File: src/rtl/core/fdrpt_pkg.sv
`timescale 1ns / 1ps

package fdrpt_pkg;

  localparam int unsigned PValW    = 16;
  localparam int unsigned IdxOutW  = 6;
  localparam logic [PValW-1:0] AlphaReset = 16'd3277;

  typedef enum logic [2:0] {
    ST_LOAD,
    ST_READ_I,
    ST_COUNT,
    ST_TEST_MUL,
    ST_TEST_CMP,
    ST_READ_OUT,
    ST_EMIT
  } fdrpt_state_e;

endpackage

File: src/rtl/core/fdrpt_in_if.sv
`timescale 1ns / 1ps

interface fdrpt_in_if import fdrpt_pkg::*; ();
  logic             valid;
  logic             ready;
  logic [PValW-1:0] p_value;
  logic             last_in;

  modport source (output valid, output p_value, output last_in, input ready);
  modport sink (input valid, input p_value, input last_in, output ready);
endinterface

File: src/rtl/core/fdrpt_out_if.sv
`timescale 1ns / 1ps

interface fdrpt_out_if import fdrpt_pkg::*; ();
  logic               valid;
  logic               ready;
  logic [IdxOutW-1:0] element_index;
  logic               detected;
  logic [PValW-1:0]   cutoff;
  logic               last_out;

  modport source (
    output valid, output element_index, output detected, output cutoff, output last_out,
    input ready
  );
  modport sink (
    input valid, input element_index, input detected, input cutoff, input last_out,
    output ready
  );
endinterface

File: src/rtl/core/fdrpt_store.sv
`timescale 1ns / 1ps

module fdrpt_store import fdrpt_pkg::*; #(
  parameter int unsigned Depth = 64,
  parameter int unsigned AddrW = 6
) (
  input  logic             clk_i,
  input  logic             we_i,
  input  logic [AddrW-1:0] waddr_i,
  input  logic [PValW-1:0] wdata_i,
  input  logic [AddrW-1:0] raddr_i,
  output logic [PValW-1:0] rdata_o
);

  logic [PValW-1:0] mem_q [Depth];
  logic [PValW-1:0] rdata_q;

  always_ff @(posedge clk_i) begin
    if (we_i) begin
      mem_q[waddr_i] <= wdata_i;
    end
    rdata_q <= mem_q[raddr_i];
  end

  assign rdata_o = rdata_q;

endmodule

File: src/rtl/core/fdrpt_test_unit.sv
`timescale 1ns / 1ps

module fdrpt_test_unit import fdrpt_pkg::*; #(
  parameter int unsigned CntW = 7
) (
  input  logic             clk_i,
  input  logic [PValW-1:0] p_i,
  input  logic [CntW-1:0]  n_i,
  input  logic [PValW-1:0] alpha_i,
  input  logic [CntW-1:0]  rank_i,
  output logic             pass_o
);

  localparam int unsigned ProdW = PValW + CntW;

  logic [ProdW-1:0] lhs_q;
  logic [ProdW-1:0] rhs_q;

  // Both sides are exact products, so the rank test needs no rounding.
  always_ff @(posedge clk_i) begin
    lhs_q <= ProdW'(p_i) * ProdW'(n_i);
    rhs_q <= ProdW'(alpha_i) * ProdW'(rank_i);
  end

  assign pass_o = (lhs_q <= rhs_q);

endmodule

File: src/rtl/core/fdr_pvalue_threshold_unit.sv
`timescale 1ns / 1ps

// Loading takes one cycle per word; a set of N words is then evaluated by one shared
// compare and multiply unit, each element being ranked by a full pass over the store at
// one read per cycle. The N results then follow, each through ST_READ_OUT and ST_EMIT,
// as the sink takes them; no new set is accepted until the last result has been emitted.
// Reset clears the sequencer, the loaded count and the output valid, and sets alpha to
// 3277; the p-value store is not cleared.
module fdr_pvalue_threshold_unit import fdrpt_pkg::*; #(
  parameter int unsigned MAX_ELEMENTS = 64
) (
  input  logic             clk_i,
  input  logic             rst_ni,
  input  logic             cfg_we_i,
  input  logic [PValW-1:0] cfg_data_i,
  fdrpt_in_if.sink         in_i,
  fdrpt_out_if.source      out_o
);

  localparam int unsigned IdxW = (MAX_ELEMENTS > 1) ? $clog2(MAX_ELEMENTS) : 1;
  localparam int unsigned CntW = $clog2(MAX_ELEMENTS + 1);

  fdrpt_state_e state_q, state_d;

  logic [PValW-1:0]   alpha_q;
  logic [CntW-1:0]    count_q;
  logic [CntW-1:0]    i_q;
  logic [CntW-1:0]    j_q;
  logic [CntW-1:0]    k_q;
  logic [CntW-1:0]    cnt_q;
  logic               pend_q;
  logic [PValW-1:0]   pi_q;
  logic [PValW-1:0]   cutoff_q;
  logic               passed_q;

  logic               out_valid_q;
  logic [IdxOutW-1:0] out_index_q;
  logic               out_det_q;
  logic [PValW-1:0]   out_cutoff_q;
  logic               out_last_q;

  logic               in_accept;
  logic               mem_we;
  logic [IdxW-1:0]    mem_raddr;
  logic [PValW-1:0]   rdata;
  logic               out_load;
  logic               rank_pass;
  logic               i_last;
  logic               k_last;
  logic               room;

  assign room      = (count_q < CntW'(MAX_ELEMENTS));
  assign in_accept = in_i.valid && in_i.ready;
  assign i_last    = (i_q == count_q - CntW'(1));
  assign k_last    = (k_q == count_q - CntW'(1));

  fdrpt_store #(
    .Depth (MAX_ELEMENTS),
    .AddrW (IdxW)
  ) u_store (
    .clk_i   (clk_i),
    .we_i    (mem_we),
    .waddr_i (count_q[IdxW-1:0]),
    .wdata_i (in_i.p_value),
    .raddr_i (mem_raddr),
    .rdata_o (rdata)
  );

  fdrpt_test_unit #(
    .CntW (CntW)
  ) u_test (
    .clk_i   (clk_i),
    .p_i     (pi_q),
    .n_i     (count_q),
    .alpha_i (alpha_q),
    .rank_i  (cnt_q),
    .pass_o  (rank_pass)
  );

  always_comb begin
    state_d = state_q;
    case (state_q)
      ST_LOAD: begin
        if (in_accept && in_i.last_in) begin
          state_d = ST_READ_I;
        end
      end
      ST_READ_I: begin
        state_d = ST_COUNT;
      end
      ST_COUNT: begin
        if (j_q == count_q) begin
          state_d = ST_TEST_MUL;
        end
      end
      ST_TEST_MUL: begin
        state_d = ST_TEST_CMP;
      end
      ST_TEST_CMP: begin
        state_d = i_last ? ST_READ_OUT : ST_READ_I;
      end
      ST_READ_OUT: begin
        state_d = ST_EMIT;
      end
      ST_EMIT: begin
        if (out_load) begin
          state_d = k_last ? ST_LOAD : ST_READ_OUT;
        end
      end
      default: begin
        state_d = ST_LOAD;
      end
    endcase
  end

  always_comb begin
    in_i.ready = 1'b0;
    mem_raddr  = '0;
    out_load   = 1'b0;
    case (state_q)
      ST_LOAD: begin
        in_i.ready = 1'b1;
      end
      ST_READ_I: begin
        mem_raddr = i_q[IdxW-1:0];
      end
      ST_COUNT: begin
        mem_raddr = j_q[IdxW-1:0];
      end
      ST_READ_OUT: begin
        mem_raddr = k_q[IdxW-1:0];
      end
      ST_EMIT: begin
        mem_raddr = k_q[IdxW-1:0];
        out_load  = !out_valid_q || out_o.ready;
      end
      default: begin
        in_i.ready = 1'b0;
      end
    endcase
  end

  assign mem_we = in_accept && room;

  always_ff @(posedge clk_i or negedge rst_ni) begin
    if (!rst_ni) begin
      state_q <= ST_LOAD;
    end else begin
      state_q <= state_d;
    end
  end

  always_ff @(posedge clk_i or negedge rst_ni) begin
    if (!rst_ni) begin
      alpha_q <= AlphaReset;
    end else if (cfg_we_i) begin
      alpha_q <= cfg_data_i;
    end
  end

  always_ff @(posedge clk_i or negedge rst_ni) begin
    if (!rst_ni) begin
      count_q  <= '0;
      i_q      <= '0;
      j_q      <= '0;
      k_q      <= '0;
      cnt_q    <= '0;
      pend_q   <= 1'b0;
      passed_q <= 1'b0;
      cutoff_q <= '0;
      pi_q     <= '0;
    end else begin
      case (state_q)
        ST_LOAD: begin
          if (mem_we) begin
            count_q <= count_q + CntW'(1);
          end
          if (in_accept && in_i.last_in) begin
            i_q      <= '0;
            passed_q <= 1'b0;
            cutoff_q <= '0;
          end
        end
        ST_READ_I: begin
          j_q    <= '0;
          cnt_q  <= '0;
          pend_q <= 1'b0;
        end
        ST_COUNT: begin
          if (j_q == '0) begin
            pi_q <= rdata;
          end
          if (pend_q && (rdata <= pi_q)) begin
            cnt_q <= cnt_q + CntW'(1);
          end
          pend_q <= (j_q != count_q);
          if (j_q != count_q) begin
            j_q <= j_q + CntW'(1);
          end
        end
        ST_TEST_CMP: begin
          if (rank_pass && (!passed_q || (pi_q > cutoff_q))) begin
            cutoff_q <= pi_q;
            passed_q <= 1'b1;
          end
          i_q <= i_q + CntW'(1);
          if (i_last) begin
            k_q <= '0;
          end
        end
        ST_EMIT: begin
          if (out_load) begin
            k_q <= k_q + CntW'(1);
            if (k_last) begin
              count_q <= '0;
            end
          end
        end
        default: begin
          pend_q <= pend_q;
        end
      endcase
    end
  end

  always_ff @(posedge clk_i or negedge rst_ni) begin
    if (!rst_ni) begin
      out_valid_q <= 1'b0;
    end else if (out_load) begin
      out_valid_q <= 1'b1;
    end else if (out_o.ready) begin
      out_valid_q <= 1'b0;
    end
  end

  always_ff @(posedge clk_i) begin
    if (out_load) begin
      out_index_q  <= IdxOutW'(k_q);
      out_det_q    <= passed_q && (rdata <= cutoff_q);
      out_cutoff_q <= cutoff_q;
      out_last_q   <= k_last;
    end
  end

  assign out_o.valid         = out_valid_q;
  assign out_o.element_index = out_index_q;
  assign out_o.detected      = out_det_q;
  assign out_o.cutoff        = out_cutoff_q;
  assign out_o.last_out      = out_last_q;

endmodule

File: src/flat_wrapper.sv
// flat-port wrapper written by rule: the top's interface ports become plain ports
module fdr_pvalue_threshold_unit_flat import fdrpt_pkg::*;
#(
  parameter int unsigned MAX_ELEMENTS = 64
)
  (clk_i, rst_ni, cfg_we_i, cfg_data_i, in_i_valid, in_i_p_value, in_i_last_in, in_i_ready, out_o_valid, out_o_element_index, out_o_detected, out_o_cutoff, out_o_last_out, out_o_ready);
  fdrpt_in_if in_i_i ();
  fdrpt_out_if out_o_i ();
  input  logic clk_i;
  input  logic rst_ni;
  input  logic cfg_we_i;
  input  logic [PValW-1:0] cfg_data_i;
  input wire logic [$bits(in_i_i.valid)-1:0] in_i_valid;
  input wire logic [$bits(in_i_i.p_value)-1:0] in_i_p_value;
  input wire logic [$bits(in_i_i.last_in)-1:0] in_i_last_in;
  output wire logic [$bits(in_i_i.ready)-1:0] in_i_ready;
  output wire logic [$bits(out_o_i.valid)-1:0] out_o_valid;
  output wire logic [$bits(out_o_i.element_index)-1:0] out_o_element_index;
  output wire logic [$bits(out_o_i.detected)-1:0] out_o_detected;
  output wire logic [$bits(out_o_i.cutoff)-1:0] out_o_cutoff;
  output wire logic [$bits(out_o_i.last_out)-1:0] out_o_last_out;
  input wire logic [$bits(out_o_i.ready)-1:0] out_o_ready;
  assign in_i_i.valid = in_i_valid;
  assign in_i_i.p_value = in_i_p_value;
  assign in_i_i.last_in = in_i_last_in;
  assign in_i_ready = in_i_i.ready;
  assign out_o_valid = out_o_i.valid;
  assign out_o_element_index = out_o_i.element_index;
  assign out_o_detected = out_o_i.detected;
  assign out_o_cutoff = out_o_i.cutoff;
  assign out_o_last_out = out_o_i.last_out;
  assign out_o_i.ready = out_o_ready;
  fdr_pvalue_threshold_unit #(.MAX_ELEMENTS(MAX_ELEMENTS)) u_core (.clk_i(clk_i), .rst_ni(rst_ni), .cfg_we_i(cfg_we_i), .cfg_data_i(cfg_data_i), .in_i(in_i_i), .out_o(out_o_i));
endmodule
File: config.mk
export PLATFORM = sky130hd
export DESIGN_NAME = fdr_pvalue_threshold_unit_flat
export DESIGN_NICKNAME = d
export VERILOG_FILES = /design/src/rtl/core/fdrpt_pkg.sv /design/src/rtl/core/fdrpt_in_if.sv /design/src/rtl/core/fdrpt_out_if.sv /design/src/rtl/core/fdrpt_store.sv /design/src/rtl/core/fdrpt_test_unit.sv /design/src/rtl/core/fdr_pvalue_threshold_unit.sv /design/src/flat_wrapper.sv
export SDC_FILE = /design/constraint.sdc
export NUM_CORES = 2
export LEC_CHECK = 0
export BUFFER_PORTS_ARGS = -buffer_cell sky130_fd_sc_hd__buf_2
export CORE_UTILIZATION = 30
export CTS_CLUSTER_SIZE = 25
export DETAILED_ROUTE_END_ITERATION = 12
export HOLD_SLACK_MARGIN = 0.08
export PLACE_DENSITY = 0.46
export SLEW_MARGIN = 40
export SYNTH_ARGS = -nofsm -noshare
export SYNTH_HDL_FRONTEND = slang
export SYNTH_SLANG_ARGS = --single-unit
File: constraint.sdc
create_clock -name clk_i -period 15.4 [get_ports clk_i]
set_input_delay 1.54 -clock clk_i [delete_from_list [all_inputs] [get_ports clk_i]]
set_output_delay 1.54 -clock clk_i [all_outputs]
set_load 0.01 [all_outputs]
* After elaboration in Yosys (flattened, before gate mapping)
Memory sizes are Yosys's and may differ from the RTL's. A register that Yosys moved wholly into a read port is not among the register bits.
Index checks and enable logic that the tools add are counted.
** Word-level totals
- Register bits after elaboration :: 159
- Bits in latches :: 0
- Bits in writable memories :: 1024
- Bits in read-only memories :: 0
- Input port bits :: 38
- Output and inout bits :: 26
- Word-level logic and storage cells :: 110
- Memories kept :: 1
** Memories
- u_core.u_store.mem_q :: depth 64, bits a word 16, rd ports 1, clocked after Yosys merged registers in 1, write ports 1, line fdrpt_store.sv:15 : logic [PValW-1:0] mem_q [Depth];
** Cells by class
- Add/sub/neg operators :: 6
- Multipliers :: 2
- Div/mod/pow operators :: 0
- Order comparisons :: 5
- Eq/ne operators :: 19
- Shift operators :: 0
- Mux-type cells :: 33
- Bitwise operators :: 0
- Reductions and logical operators :: 26
** Operators with widths (count)
- one-hot mux 7 bit (2 select lines) :: 5
- two-way mux 7 bit :: 8
- multiplier 16 x 7 -> 23 bit :: 2
- adder 7 x 1 -> 7 bit (second input constant) :: 5
- <= comparator 16 bit :: 2
- two-way mux 16 bit :: 2
- one-hot mux 16 bit (2 select lines) :: 1
- <= comparator 23 bit :: 1
- == test 7 bit :: 3
- one-hot mux 3 bit (7 select lines) :: 1
- != test 2 x 1 -> 1 bit (second input constant) :: 9
- one-hot mux 6 bit (3 select lines) :: 1
- > comparator 16 bit :: 1
- two-way mux 3 bit :: 5
- nonzero test 2 bit :: 5
- == test 3 bit (second input constant) :: 3
- AND reduction 3 bit :: 3
- two-way mux 1 bit :: 8
- AND reduction 2 bit :: 4
- zero test 7 bit :: 1
- < comparator 7 bit (second input constant) :: 1
- != test 7 bit :: 1
- subtractor 7 x 1 -> 7 bit (second input constant) :: 1
- == test 3 x 2 -> 1 bit (second input constant) :: 2
- other kinds (8) :: 16

* Longest topological paths before layout
- Word-level depth :: 6
- Mapped depth :: 21
- Mapped depth without buffers :: 19

* By module
From an unflattened synthesis, not the netlist that was laid out.
** Second synthesis, totals
- Cells, all modules :: 3408
- Area total of the unflattened synthesis :: 55164.2 um2
** Modules (own cells, without submodules)
- fdrpt_store :: times used 1, cells each 1829, area an instance 40042.2 um2, seq. area each 31069.8 um2
- fdrpt_test_unit :: times used 1, cells each 928, area an instance 8458.1 um2, seq. area each 920.9 um2
- fdr_pvalue_threshold_unit :: times used 1, cells each 651, area an instance 6663.9 um2, seq. area each 2956.6 um2

* Worst setup path before layout
Ideal clock, no wire load.
- Path kind :: reg2reg
- Start :: reg u_core.count_q[1]
- End :: reg u_core.u_test.lhs_q[22]
- Setup time :: 0.091 ns
- Arrival :: 5.168 ns
- Required time :: 15.309 ns
- Setup slack :: 10.141 ns
- Stages on the path, launching flop included :: 22
- Path buffers :: 2
- Period minus slack after synthesis :: 5.259 ns
- Cells stage by stage :: dfrtp_1 clkbuf_1 clkinv_1 clkbuf_1 nor2_1 fa_1 inv_1 fa_1 inv_1 fa_1 inv_1 fa_1 inv_1 ha_1 o21ai_0 nor2_1 o31a_1 o21ai_0 o41ai_1 a211oi_1 o21a_1 a311oi_1
** Between the ends
- Longest elaborated chain between the ends :: 1
** Ends and longest elaborated chain
- start: declaration :: line fdr_pvalue_threshold_unit.sv:26 : logic [CntW-1:0] count_q;
- start signal: assignment :: line fdr_pvalue_threshold_unit.sv:176 : count_q <= count_q + CntW'(1);
- multiplier 16 x 7 -> 23 bit :: line fdrpt_test_unit.sv:21 : lhs_q <= ProdW'(p_i) * ProdW'(n_i);
- end signal: assignment :: line fdrpt_test_unit.sv:21
- end: declaration :: line fdrpt_test_unit.sv:16 : logic [ProdW-1:0] lhs_q;
Every way passes these cells.
A chain may end at the register's enable or synchronous reset.

* Worst setup path in the final report
Same ends and word-level chain as after synthesis.

==> reports/summary.txt <==
Crit Path Category = reg2reg
Pins Over Slew Limit = 0
Final Cell Area = 62800 sq um
GP Congestion = 0.826
setup violators final = 0
Fmax = 174 MHz
total grt overflow = 0
Yosys warning count = 0
worst setup margin = 9640 ps
clk root buf = clkbuf_16
VDD IR max = 0.0000984 V
worst-path maximum fanout = 19
DIE WIDTH = 429 microns
clock skew = 60.8 ps
EDFF count, synth = 1048
DRT Wirelength = 155000 microns
Core Box Area = 181000 sq um
initial antenna violation count = 5
Critical Path RT = 16070 ps
share of layout cells above drive strength 1 = 17.5%
worst-margin pin slew = 905 ps
global-route usage over all layers = 16.8%
cells after synthesis = 3568
synthesized cell area = 54600 sq um
Via density = 4.98
endpoints failing hold = 0
startpoint types = flop
HP Class = reg2reg
Syn Area/Cell = 15.3 sq um
drt pass-1 iters = 5
PostCTS Resize Cnt = 0
total number of vias = 31.0k
RSZ-0062 raised after global routing = no
sequential share of the synthesized area = 64.0%
Die ar. = 184000 sq um
drt drc = 0
Leak Pwr = 22.7 nW
largest net degree at the start of global routing = 95
commonest non-fill, non-tap cell in the layout = edfxtp_1
Tot Pwr = 6.91 mW
num rows = 156
number of global-route vias before repair = 32.1k
PwrDens = 110 nW/um^2
dpl hpwl = 97100 microns
IO buf count = 63
status = finished, final reports clean
clock buffer depth = 3
worst skew pair latency = 790 ps
CTS tree = built
CP arrival = 6430 ps
post-CTS setup buffer count = 0
total CTS buffers = 135
first-pass GRT wire length = 228000 microns
DP Area = 58300 sq um
kind of end point of the critical path = flop
post-route core utilization = 34.8%
Mapped Nets = 3904
Unique masters post-synth = 80
IO Pins = 64
Async SR Flop Fraction = 7.42%
Hold Buf Count CTS = 0
Area Overhead vs Synth = 15.0%
relative slew slack = 39.6%
most common flop cell mapped by yosys = edfxtp_1
Clock transition at path regs = 60 ps
most frequent cells in the layout = edfxtp_1 (1048), nand2_1 (422), inv_1 (223)
final period utilization = 37.4%
antenna-violating nets left = 0
Die H = 429 microns
Yosys reg bits = 1199
initial core utilization = 30.2%
H-Tree Level Count = 4
Clock Sinks = 1199
Max Cap Viol = 0
Final TNS setup = 0 ps
Post-layout nets = 4084
drt wl/cell = 24.9 microns
setup slack at placement = 9650 ps
fin crit period = 5760 ps
Initial DRC Count = 2373
## layout make-up
type	instances	area, sq um
repair buffers	199	1500
multi-input cells	1988	18200
clock buffers	170	3540
diodes	2	5.00
inverters	225	845
fillers	17500	118000
clock inverters	73	823
well taps	2370	2970
flip-flops and latches	1199	34900
## cells by family (layout without fill, tap and decap cells)
| family | count (synthesis) | count (layout) | synth area share (%) |
|---|---|---|---|
| buffers and inverters | 381 | 667 | 2.96 |
| adders and majority gates | 298 | 298 | 8.72 |
| and+or+nand+nor | 974 | 974 | 8.30 |
| muxes | 306 | 306 | 10.7 |
| xor gates and xnor gates | 69 | 69 | 1.11 |
| AOI/OAI and AO/OA | 341 | 341 | 4.18 |
| other | 0 | 2 | 0 |
| DFF | 1199 | 1199 | 64.0 |
## routing by layer
layer / wire, microns / vias up / GRT usage, %
li1: - / 13600 / -
met1: 69000 / 16500 / 23.3
met2: 74900 / 727 / 27.7
met3: 7740 / 180 / 2.48
met4: 3270 / 0 / 4.18
met5: 0 / - / 0
## worst max-delay path, cell delays in order (launching register included)
cell	delay [ps]
dfrtp_1	570
clkinv_1	590
nor2_1	330
fa_1	450
fa_1	520
fa_1	500
inv_1	50
fa_1	470
inv_1	40
ha_1	350
o21a_1	150
o31a_1	180
o21ai_0	210
o41ai_1	610
a211oi_1	190
o21a_1	220
a311oi_1	220
## where the power goes
part	switching (mW)	internal (mW)	leakage [nW]
combinational	0.118	0.0598	9.71
clock	1.39	1.78	2.10
sequential	0.0129	3.55	10.9
## registers in the layout, summed over array words and instances, names as in the netlist, 16 cells and up
register / flops
u_core.pi_q: 16
u_core.u_test.rhs_q: 23
u_core.out_o.cutoff: 16
u_core.cutoff_q: 16
u_core.u_test.lhs_q: 23
u_core.u_store.mem_q: 1024
u_core.alpha_q: 16
u_core.u_store.rdata_o: 16
## cell usage after synthesis, types with 60 or more instances
cell / number / area, sq um
clkbuf_1: 60 / 225
dfrtp_1: 82 / 2050
nand2_1: 422 / 1580
and2_1: 148 / 926
a21oi_1: 71 / 355
dfxtp_1: 62 / 1240
edfxtp_1: 1048 / 31500
nor2_1: 160 / 601
inv_1: 223 / 837
ha_1: 160 / 2000
nand3_1: 115 / 576
mux4_2: 221 / 4980
o21ai_0: 66 / 330
fa_1: 138 / 2760
## stage by stage
step	hold slack, ps	instances
CTS	494	6219
finish	491	6226
floorplan	446	3568
global placement	477	5972
global route	499	6224
detailed placement	481	5976
## final timing paths
path | startpoint | to | slack [ps] | cells past startpoint
worst min register to register | u_core.cutoff_q[11] | u_core.out_o.cutoff[11] | 490 | 0
worst max-delay path | u_core.count_q[1] | u_core.u_test.lhs_q[22] | 9640 | 16
max in group asynchronous | rst_ni | u_core.state_q[2] | 13610 | 2
min in group asynchronous | rst_ni | u_core.alpha_q[13] | 790 | 1
worst max register to register | u_core.count_q[1] | u_core.u_test.lhs_q[22] | 9640 | 16
worst min-delay path | u_core.cutoff_q[11] | u_core.out_o.cutoff[11] | 490 | 0
No activity file was read; power rests on OpenSTA's default activity.
